`src/vfps_pkg.sv`:
```
package vfps_pkg;

   // pressure and setpoint width, millibar, unsigned
   localparam int PRESSURE_BITS = 16;

   // command codes
   localparam logic [2:0] OP_START  = 3'd0;
   localparam logic [2:0] OP_HOLD   = 3'd1;
   localparam logic [2:0] OP_STOP   = 3'd2;
   localparam logic [2:0] OP_RESET  = 3'd3;
   localparam logic [2:0] OP_RESUME = 3'd4;
   localparam logic [2:0] OP_TICK   = 3'd5;

   // phase codes
   localparam logic [3:0] PH_IDLE      = 4'd0;
   localparam logic [3:0] PH_EXEC      = 4'd1;
   localparam logic [3:0] PH_RESUMING  = 4'd2;
   localparam logic [3:0] PH_HOLDING   = 4'd3;
   localparam logic [3:0] PH_HELD      = 4'd4;
   localparam logic [3:0] PH_STOPPING  = 4'd5;
   localparam logic [3:0] PH_STOPPED   = 4'd6;
   localparam logic [3:0] PH_COMPLETE  = 4'd7;
   localparam logic [3:0] PH_RESETTING = 4'd8;

   // execution steps
   localparam logic [1:0] STEP_OPEN  = 2'd0;
   localparam logic [1:0] STEP_FILL  = 2'd1;
   localparam logic [1:0] STEP_CLOSE = 2'd2;

   typedef struct packed {
      logic [2:0]               opcode;
      logic [PRESSURE_BITS-1:0] setpoint_mbar;
      logic [PRESSURE_BITS-1:0] pressure_mbar;
      logic                     valve_is_open;
   } req_type;

   typedef struct packed {
      logic [3:0] phase_state;
      logic       valve_drive;
   } rsp_type;

   typedef struct packed {
      logic [3:0]               phase;
      logic [1:0]               exec_step;
      logic [PRESSURE_BITS-1:0] latched_setpoint;
      logic                     drive;
   } state_type;

endpackage

```
`src/vfps_in_stage.sv`:
```
module vfps_in_stage (
   input  logic              clock,
   input  logic              reset,
   input  logic              req_valid,
   output logic              req_ready,
   input  vfps_pkg::req_type req_data,
   input  logic              take,
   output logic              hold_valid,
   output vfps_pkg::req_type hold_data
);

   logic              valid_ff, valid_in;
   vfps_pkg::req_type data_ff;

   // room when empty or when the held request leaves this cycle
   assign req_ready = !valid_ff || take;

   always_comb begin
      valid_in = valid_ff;
      if (req_valid && req_ready) begin
         valid_in = 1'b1;
      end else if (take) begin
         valid_in = 1'b0;
      end
   end

   always_ff @(posedge clock) begin
      if (reset) begin
         valid_ff <= 1'b0;
      end else begin
         valid_ff <= valid_in;
      end
   end

   // payload, no reset
   always_ff @(posedge clock) begin
      if (req_valid && req_ready) begin
         data_ff <= req_data;
      end
   end

   assign hold_valid = valid_ff;
   assign hold_data  = data_ff;

endmodule

```
`src/vfps_next_state.sv`:
```
module vfps_next_state (
   input  vfps_pkg::state_type cur,
   input  vfps_pkg::req_type   req,
   output vfps_pkg::state_type nxt
);

   logic pr_le_sp;
   logic pr_gt_latched;

   assign pr_le_sp      = req.pressure_mbar <= req.setpoint_mbar;
   assign pr_gt_latched = req.pressure_mbar > cur.latched_setpoint;

   always_comb begin
      nxt = cur;
      unique case (req.opcode)
         vfps_pkg::OP_START: begin
            if (cur.phase == vfps_pkg::PH_IDLE && pr_le_sp) begin
               nxt.latched_setpoint = req.setpoint_mbar;
               nxt.phase            = vfps_pkg::PH_EXEC;
            end
         end
         vfps_pkg::OP_HOLD: begin
            if (cur.phase == vfps_pkg::PH_EXEC) begin
               nxt.phase = vfps_pkg::PH_HOLDING;
            end
         end
         vfps_pkg::OP_STOP: begin
            if (cur.phase == vfps_pkg::PH_EXEC || cur.phase == vfps_pkg::PH_RESUMING ||
                cur.phase == vfps_pkg::PH_HOLDING || cur.phase == vfps_pkg::PH_HELD) begin
               nxt.phase = vfps_pkg::PH_STOPPING;
            end
         end
         vfps_pkg::OP_RESET: begin
            if (cur.phase == vfps_pkg::PH_STOPPED || cur.phase == vfps_pkg::PH_COMPLETE) begin
               nxt.phase = vfps_pkg::PH_RESETTING;
            end
         end
         vfps_pkg::OP_RESUME: begin
            if (cur.phase == vfps_pkg::PH_HELD) begin
               nxt.phase = vfps_pkg::PH_RESUMING;
            end
         end
         vfps_pkg::OP_TICK: begin
            // update tick walks the phase sequences
            unique case (cur.phase)
               vfps_pkg::PH_EXEC: begin
                  unique case (cur.exec_step)
                     vfps_pkg::STEP_OPEN: begin
                        nxt.drive = 1'b1;
                        if (req.valve_is_open) begin
                           nxt.exec_step = vfps_pkg::STEP_FILL;
                        end
                     end
                     vfps_pkg::STEP_FILL: begin
                        if (pr_gt_latched) begin
                           nxt.exec_step = vfps_pkg::STEP_CLOSE;
                        end
                     end
                     vfps_pkg::STEP_CLOSE: begin
                        nxt.drive = 1'b0;
                        if (!req.valve_is_open) begin
                           nxt.phase = vfps_pkg::PH_COMPLETE;
                        end
                     end
                     default: ;
                  endcase
               end
               vfps_pkg::PH_HOLDING: begin
                  nxt.drive = 1'b0;
                  if (!req.valve_is_open) begin
                     nxt.phase = vfps_pkg::PH_HELD;
                  end
               end
               vfps_pkg::PH_STOPPING: begin
                  nxt.drive = 1'b0;
                  if (!req.valve_is_open) begin
                     nxt.phase = vfps_pkg::PH_STOPPED;
                  end
               end
               vfps_pkg::PH_RESUMING: begin
                  nxt.exec_step = vfps_pkg::STEP_OPEN;
                  nxt.phase     = vfps_pkg::PH_EXEC;
               end
               vfps_pkg::PH_RESETTING: begin
                  nxt.exec_step = vfps_pkg::STEP_OPEN;
                  nxt.phase     = vfps_pkg::PH_IDLE;
               end
               vfps_pkg::PH_COMPLETE: begin
                  nxt.phase = vfps_pkg::PH_RESETTING;
               end
               default: ;
            endcase
         end
         default: ;
      endcase
   end

endmodule

```
`src/valve_fill_phase_sequencer_unit.sv`:
```
// Valve fill phase sequencer.
// Request channel (req_valid/req_ready/req_data): one command per request,
// start, hold, stop, reset, resume or update tick, with a pressure sample
// and valve feedback. Result channel (rsp_valid/rsp_ready/rsp_data): one
// result per request, the phase state and valve drive after that command.
// An accepted request is held in the request register, its next
// state is computed from the registered request and the phase registers,
// and the result is loaded into the output register once that register is
// free or its result is being taken; rsp_valid is registered with it.
// Throughput: one request per cycle while results are taken, set by the
// combinational next-state logic between request and phase/output registers.
// Reset (synchronous, active high) empties both registers and returns the
// phase to idle, step one, setpoint zero and valve closed.
// When the receiver stalls, the result holds in the output register; one
// more request is taken into the request register, and req_ready then
// drops until the result is taken.
module valve_fill_phase_sequencer_unit (
   input  logic              clock,
   input  logic              reset,
   input  logic              req_valid,
   output logic              req_ready,
   input  vfps_pkg::req_type req_data,
   output logic              rsp_valid,
   input  logic              rsp_ready,
   output vfps_pkg::rsp_type rsp_data
);

   logic                hold_valid;
   vfps_pkg::req_type   hold_data;
   logic                advance;
   vfps_pkg::state_type state_ff, state_in;
   logic                rsp_valid_ff, rsp_valid_in;
   vfps_pkg::rsp_type   rsp_data_ff;

   // held request moves on when the output register is free
   assign advance = hold_valid && (!rsp_valid_ff || rsp_ready);

   vfps_in_stage u_in_stage (
      .clock      (clock),
      .reset      (reset),
      .req_valid  (req_valid),
      .req_ready  (req_ready),
      .req_data   (req_data),
      .take       (advance),
      .hold_valid (hold_valid),
      .hold_data  (hold_data)
   );

   vfps_next_state u_next_state (
      .cur (state_ff),
      .req (hold_data),
      .nxt (state_in)
   );

   // phase state, committed as the request leaves
   always_ff @(posedge clock) begin
      if (reset) begin
         state_ff.phase            <= vfps_pkg::PH_IDLE;
         state_ff.exec_step        <= vfps_pkg::STEP_OPEN;
         state_ff.latched_setpoint <= '0;
         state_ff.drive            <= 1'b0;
      end else if (advance) begin
         state_ff <= state_in;
      end
   end

   // output register
   always_comb begin
      rsp_valid_in = rsp_valid_ff;
      if (advance) begin
         rsp_valid_in = 1'b1;
      end else if (rsp_ready) begin
         rsp_valid_in = 1'b0;
      end
   end

   always_ff @(posedge clock) begin
      if (reset) begin
         rsp_valid_ff <= 1'b0;
      end else begin
         rsp_valid_ff <= rsp_valid_in;
      end
   end

   always_ff @(posedge clock) begin
      if (advance) begin
         rsp_data_ff.phase_state <= state_in.phase;
         rsp_data_ff.valve_drive <= state_in.drive;
      end
   end

   assign rsp_valid = rsp_valid_ff;
   assign rsp_data  = rsp_data_ff;

endmodule

```
`config.mk`:
```
export PLATFORM = sky130hd
export DESIGN_NAME = valve_fill_phase_sequencer_unit
export DESIGN_NICKNAME = d
export VERILOG_FILES = /design/src/vfps_pkg.sv /design/src/vfps_in_stage.sv /design/src/vfps_next_state.sv /design/src/valve_fill_phase_sequencer_unit.sv
export SDC_FILE = /design/constraint.sdc
export NUM_CORES = 1
export LEC_CHECK = 0
export ABC_CLOCK_PERIOD_IN_PS = 4500
export BUFFER_PORTS_ARGS = -buffer_cell sky130_fd_sc_hd__buf_2
export CORE_MARGIN = 10
export CORE_UTILIZATION = 62
export DETAILED_ROUTE_END_ITERATION = 7
export GPL_TIMING_DRIVEN = 1
export HOLD_SLACK_MARGIN = 0.02
export PLACE_DENSITY = 0.86
export SLEW_MARGIN = 15
export SYNTH_ARGS = -nofsm -noshare
export SYNTH_HDL_FRONTEND = slang
export SYNTH_SLANG_ARGS = --single-unit
```
`constraint.sdc`:
```
create_clock -name clock -period 4.5 [get_ports clock]
set_clock_uncertainty 0.05 [all_clocks]
set_input_delay 0.9 -clock clock [delete_from_list [all_inputs] [get_ports clock]]
set_output_delay 0.9 -clock clock [all_outputs]
set_load 0.01 [all_outputs]
```
==> results of run 1 <==
[final cells by class]
cell class | instances | area (µm²) | share of cell area, %
Inverter | 36 | 135 | 3.30
Multi-Input combinational cell | 239 | 1700 | 41.4
Clock inverter | 4 | 50.0 | 1.22
Timing Repair Buffer | 47 | 238 | 5.80
Tap cell | 72 | 90.1 | 2.20
Sequential cell | 66 | 1730 | 42.3
Clock buffer | 12 | 155 | 3.79
[layer usage]
metal	global-route usage (%)	vias to the layer above	part of all wire [%]
met5	0	-	0
met4	10.2	0	2.9
met3	4.24	21	5.4
met2	29.6	89	50
met1	20.4	1261	42
li1	-	1344	-
[cell usage after synthesis, types with 2 or more instances]
cell | n | area share [%]
a31oi_1 | 4 | 0.69
or2b_1 | 17 | 3.5
o21a_1 | 4 | 0.83
nor3_1 | 6 | 0.83
o32ai_1 | 2 | 0.48
dfxtp_1 | 25 | 14
nor2_1 | 23 | 2.4
nand3_1 | 4 | 0.55
o31ai_1 | 3 | 0.62
inv_1 | 35 | 3.6
nand2b_1 | 14 | 2.4
o21ai_0 | 13 | 1.8
a21oi_1 | 19 | 2.6
nor4_1 | 3 | 0.52
nand4_1 | 3 | 0.52
and3_1 | 2 | 0.34
edfxtp_1 | 41 | 34
nor2b_1 | 7 | 1.2
a211oi_1 | 4 | 0.83
nand2_1 | 28 | 2.9
o22ai_1 | 2 | 0.34
buf_2 | 2 | 0.28
o211ai_1 | 3 | 0.62
ha_1 | 32 | 11
or2b_2 | 3 | 0.72
a21o_1 | 5 | 1.0
mux2i_1 | 16 | 4.4
nand3b_1 | 2 | 0.41
clkbuf_1 | 8 | 0.83
[registers in the layout, indices dropped and copies added (netlist names)]
| register | flops |
|---|---|
| rsp_data | 5 |
| rsp_valid | 1 |
| state_ff | 23 |
| u_in_stage.hold_data | 36 |
| u_in_stage.hold_valid | 1 |
[power by group through the flow]
stage | clock network [W] | registers (W) | logic, W
after global placement | 0 | 0.000700 | 0.000118
final | 0.000508 | 0.000689 | 0.000129
after global routing | 0.000539 | 0.000692 | 0.000146
after CTS | 0.000514 | 0.000689 | 0.000129
after detailed placement | 0 | 0.000701 | 0.000125
after floorplan | 0 | 0.000695 | 0.0000850
[metrics by stage]
step           std cells  total power, W  utilization, %  setup slack [ns]  instance area [µm²]
2_1_floorplan        353        0.000780               -              2.07                 3630
3_3_place_gp         460        0.000819            69.4              1.78                 3890
3_5_place_dp         460        0.000826            69.4              1.68                 3890
4_1_cts              476         0.00133            73.1              1.73                 4100
5_1_grt              476         0.00138            73.1              1.63                 4100
6_report             476         0.00133            73.1              1.74                 4100
[critical path, stage by stage (launching register included)]
cell and delay (ns):
edfxtp_1 0.40, ha_1 0.35, nand4_2 0.17, or3_1 0.42
or3_4 0.39, o22ai_4 0.62, mux2i_1 0.28
[cell families after synthesis]
kind of cell,Yosys count
AOI/OAI and AO/OA,68
xor gates and xnor gates,2
adders and majority gates,32
buffers and inverters,48
DFF,66
muxes,16
and+or+nand+nor,121
[worst paths after layout]
| check | end | cells after the start | startpoint | slack [ns] |
|---|---|---|---|---|
| min reg2reg | state_ff[2] | 2 | state_ff[2] | 0.42 |
| max reg2reg | state_ff[11] | 6 | u_in_stage.hold_data[14] | 1.74 |
| min | state_ff[2] | 2 | state_ff[2] | 0.42 |
| max | state_ff[11] | 6 | u_in_stage.hold_data[14] | 1.74 |
==> flow_summary_export.csv, run 1 <==
group,metric,value,unit
outcome,status,"finished, final reports clean",
timing,finalSetupViolCount,0,
clock_network,cts_setup_buffers,0,
timing,setup_tns,0,ns
clock_network,ctsHoldBuffers,0,
global_routing,grt_pass1_wl,12.9,mm
floorplanning,die_area,9310,µm²
logic_synthesis,synthMuxAreaShare,4.41,%
logic_synthesis,syn_nets,425,
finish,drive_above_1_share,17.3,%
logic_synthesis,netlist_area,3630,µm²
logic_synthesis,ys_warn_count,0,
timing,slew_violations,0,
finish,synthToLayoutAreaGrowth,12.9,%
detailed_routing,drc_errors,0,
logic_synthesis,synth-compound-area-share,12.3,%
power,power.density,324,nW/µm²
power,p_int,0.00101,W
clock_network,cts_root_buffer,"clkbuf_8",
worst_setup_path,worstPathMaxFanout,16,
clock_network,cts.sinks,66,
detailed_routing,totalWireLength,7.73,mm
global_routing,grtUsageTotal,17.7,%
worst_setup_path,arrival,2.98,ns
global_routing,antenna_found_initial,0,
timing,worstMarginPinSlew,0.777,ns
global_routing,grt_pass1_vias,2827,
hold_path,min_path_type,"reg2reg",
floorplanning,initial_utilization,64.7,%
logic_synthesis,synth_top_family_by_area,"simple AND/OR/NAND/NOR gates",
logic_synthesis,async_reset_ff_share,0,%
placed_design,portBuffers,46,
finish,diodes,0,
timing,hold_viol_final,0,
power,p_sw,0.000314,W
placed_design,post-dp-hpwl,5.45,mm
global_routing,grt_max_degree,42,
logic_synthesis,synth-edff-count,41,
clock_network,clockBufferDepth,2,
clock_network,numCtsBuffers,9,
worst_setup_path,worst-setup-path-type,"reg2reg",
run,cap_violations,0,
clock_network,tritoncts,"built",
timing,finalCritPeriodShare,61.4,%
clock_network,clk_latency,0.35,ns
finish,final_common_cell,"buf_2",
logic_synthesis,syn_inst,353,
floorplanning,ios,47,
timing,whs,0.424,ns
timing,slew_headroom,48.2,%
power,pwr-share-seq,52.0,%
detailed_routing,vias,2715,
floorplanning,core-area,5610,µm²
worst_setup_path,critical_path_required,4.71,ns
power,leakage,1.64,nW
logic_synthesis,ys_seq_elements,66,
logic_synthesis,synth-xor-area-share,0.483,%
timing,fmax,0.362,GHz
finish,layout_common_cells,"46 x buf_2, 41 x edfxtp_1, 35 x inv_1",
floorplanning,die_x,96.5,µm
finish,layout.nets,471,
clock_network,postCtsResizedCells,0,
clock_network,path_clk_slew,0.06,ns
logic_synthesis,yosys.area_share.simple,18.5,%
detailed_routing,viasPerCell,5.70,
power,ir_drop,215,µV
timing,rsz0062_at_grt,"false",
floorplanning,dieHeight,96.5,µm
power,swShare,23.7,%
timing,min_period,2.76,ns
placed_design,gp_congestion,0.906,
detailed_routing,antenna_left,0,
power,power_frac_comb,9.7,%
global_routing,overflow,0,
logic_synthesis,seq_area_frac_synth,47.7,%
finish,n_fill_cell,394,
detailed_routing,drt_iter0_markers,133,
detailed_routing,drtPass1Iterations,5,
logic_synthesis,yosysUniqueCellTypes,52,
logic_synthesis,syn_avg_cell_area,10.3,µm²
floorplanning,num_rows,27,
clock_network,h-tree-depth,3,
logic_synthesis,synth_ff_type,"edfxtp_1",
detailed_routing,wl_per_cell,16.2,µm
worst_setup_path,crit_path_end_kind,"register",
power,p_clk_share,38.3,%
worst_setup_path,startpoint_type,"register",
logic_synthesis,synth_adder_area_share,11.0,%
(Power assumes the default switching activity.)
==> run 2: changes to the inputs <==
ABC_CLOCK_PERIOD_IN_PS = 2500   (was 4500)
CORE_UTILIZATION = 52   (was 62)
PLACE_DENSITY = 0.77   (was 0.86)
clock period = 2.5 ns   (was 4.5 ns; I/O delays follow)
==> flow_summary_export.csv, run 2 (synthesis results as in run 1) <==
group,metric,value,unit
outcome,status,"finished, final reports clean",
finish,drive_above_1_share,19.9,%
power,ir_drop,439,µV
global_routing,antenna_found_initial,0,
clock_network,clockBufferDepth,2,
worst_setup_path,rrSetupSlack,0.07,ns
worst_setup_path,crit_path_start,"u_in_stage.hold_data[15]",
finish,layout_common_cells,"46 x buf_2, 41 x edfxtp_1, 35 x inv_1",
detailed_routing,drt_iter0_markers,108,
hold_path,min_path_type,"in2reg",
floorplanning,initial_utilization,53.4,%
worst_setup_path,max_stage_delay,0.41,ns
clock_network,cts_root_buffer,"clkbuf_8",
worst_setup_path,worst-setup-path-type,"reg2reg",
worst_setup_path,crit_path_end_kind,"register",
placed_design,gp_congestion,0.915,
clock_network,path_clk_slew,0.07,ns
worst_setup_path,path_buf_inv,1,
detailed_routing,totalWireLength,7.45,mm
worst_setup_path,cp_slowest_cell,"edfxtp_1",
finish,final_common_cell,"buf_2",
detailed_routing,drc_errors,0,
worst_setup_path,r2r-end,"state_ff[5]",
clock_network,numCtsBuffers,9,
worst_setup_path,startpoint_type,"register",
run,cap_violations,0,
floorplanning,core-area,6790,µm²
global_routing,grt_max_degree,42,
floorplanning,num_rows,30,
detailed_routing,antenna_left,0,
worst_setup_path,arrival,2.64,ns
clock_network,clk_latency,0.34,ns
timing,finalCritPeriodShare,97.1,%
placed_design,post-dp-hpwl,5.43,mm
finish,utilization,62.6,%
worst_setup_path,cpMostUsedCell,"or3_4",
worst_setup_path,critPathCapture,"state_ff[5]",
timing,hold_viol_final,0,
worst_setup_path,rr_startpoint,"u_in_stage.hold_data[15]",
floorplanning,die_area,10700,µm²
placed_design,portBuffers,46,
placed_design,place_ws,0.0629,ns
timing,whs,0.279,ns
worst_setup_path,path_cells,"ha_1, nand4_4, or3_4, or3_4, o22ai_4, clkbuf_16, mux2i_1",
worst_setup_path,worstRegToRegCells,7,
detailed_routing,wl_per_cell,14.5,µm
global_routing,grtUsageTotal,13.5,%
power,power.density,528,nW/µm²
floorplanning,ios,47,
clock_network,h-tree-depth,3,
global_routing,overflow,0,
timing,slew_headroom,58.4,%
timing,fin_ws,0.0734,ns
power,total_power,0.00225,W
finish,synthToLayoutAreaGrowth,17.2,%
timing,worstMarginPinSlew,0.624,ns
timing,fmax,0.412,GHz
detailed_routing,vias,2738,
worst_setup_path,worstPathMaxFanout,6,
clock_network,cts.sinks,66,
floorplanning,dieHeight,104,µm
power,leakage,1.70,nW
placed_design,dp.cells,494,
worst_setup_path,cpLargestDelayFamily,"simple AND/OR/NAND/NOR gates",
finish,diodes,0,
global_routing,grt_pass1_vias,2712,
finish,layout.nets,484,
worst_setup_path,cp_num_cells,7,
timing,min_period,2.43,ns
detailed_routing,viasPerCell,5.34,
timing,finalSetupViolCount,0,
timing,slew_violations,0,
clock_network,tritoncts,"built",
finish,largest_reg_flops,36,
finish,final-instance-count-excl-fill,513,
floorplanning,die_x,104,µm
clock_network,ctsHoldBuffers,0,
worst_setup_path,critical_path_required,2.72,ns
detailed_routing,drtPass1Iterations,4,
global_routing,grt_pass1_wl,12.2,mm
[run 2: cell types whose count changed in the layout (fill, tap and decap cells not counted), moves of 2 or more]
| cell | delta |
|---|---|
| buf_4 | +11 |
| clkinv_1 | +2 |
| clkinvlp_4 | -2 |
| ha_1 | -2 |
| ha_4 | +2 |
[run 2: through the flow]
stage	area (µm²)	setup TNS [ns]
4_1_cts	4170	0
2_1_floorplan	3630	0
3_3_place_gp	4010	0
5_1_grt	4250	-0.0400
3_5_place_dp	4010	0
6_report	4250	0
[run 2: layer usage]
metal,vias up,track usage (%),wire length (µm)
li1,1378,-,-
met1,1278,15.5,3260
met2,69,23.6,3780
met3,13,3.28,300
met4,0,4.94,110
met5,-,0,0
[run 2: area by class of cell]
type	instances	area (µm²)
inverters	36	135
clock buffers	12	145
flip-flops and latches	66	1730
repair buffers	60	365
clock inverters	4	17.5
fillers	540	2540
well taps	96	120
multi-input cells	239	1740
[run 2: worst min path at each step]
stage,startpoint,end,cells past startpoint
detailed placement,state_ff[2],state_ff[2],2
global placement,state_ff[4],state_ff[4],2
CTS,req_data[33],u_in_stage.hold_data[33],1
finish,req_data[12],u_in_stage.hold_data[12],1
global route,req_data[28],u_in_stage.hold_data[28],1
floorplan,state_ff[16],state_ff[16],2
[run 2: repair_timing]
action / in CTS / in global routing
setup endpoints to repair: 0 / 12
setup buffers: 0 / 2
endpoints found under the hold margin: 0 / 0
gates resized for setup: 0 / 4
[run 2: power by group]
part / internal (W) / leakage (nW) / switching (W) / total (W)
Combinational: 0.000115 / 1.01 / 0.000138 / 0.000253
Clock: 0.000378 / 0.0852 / 0.000383 / 0.000761
Sequential: 0.00121 / 0.602 / 0.0000277 / 0.00123
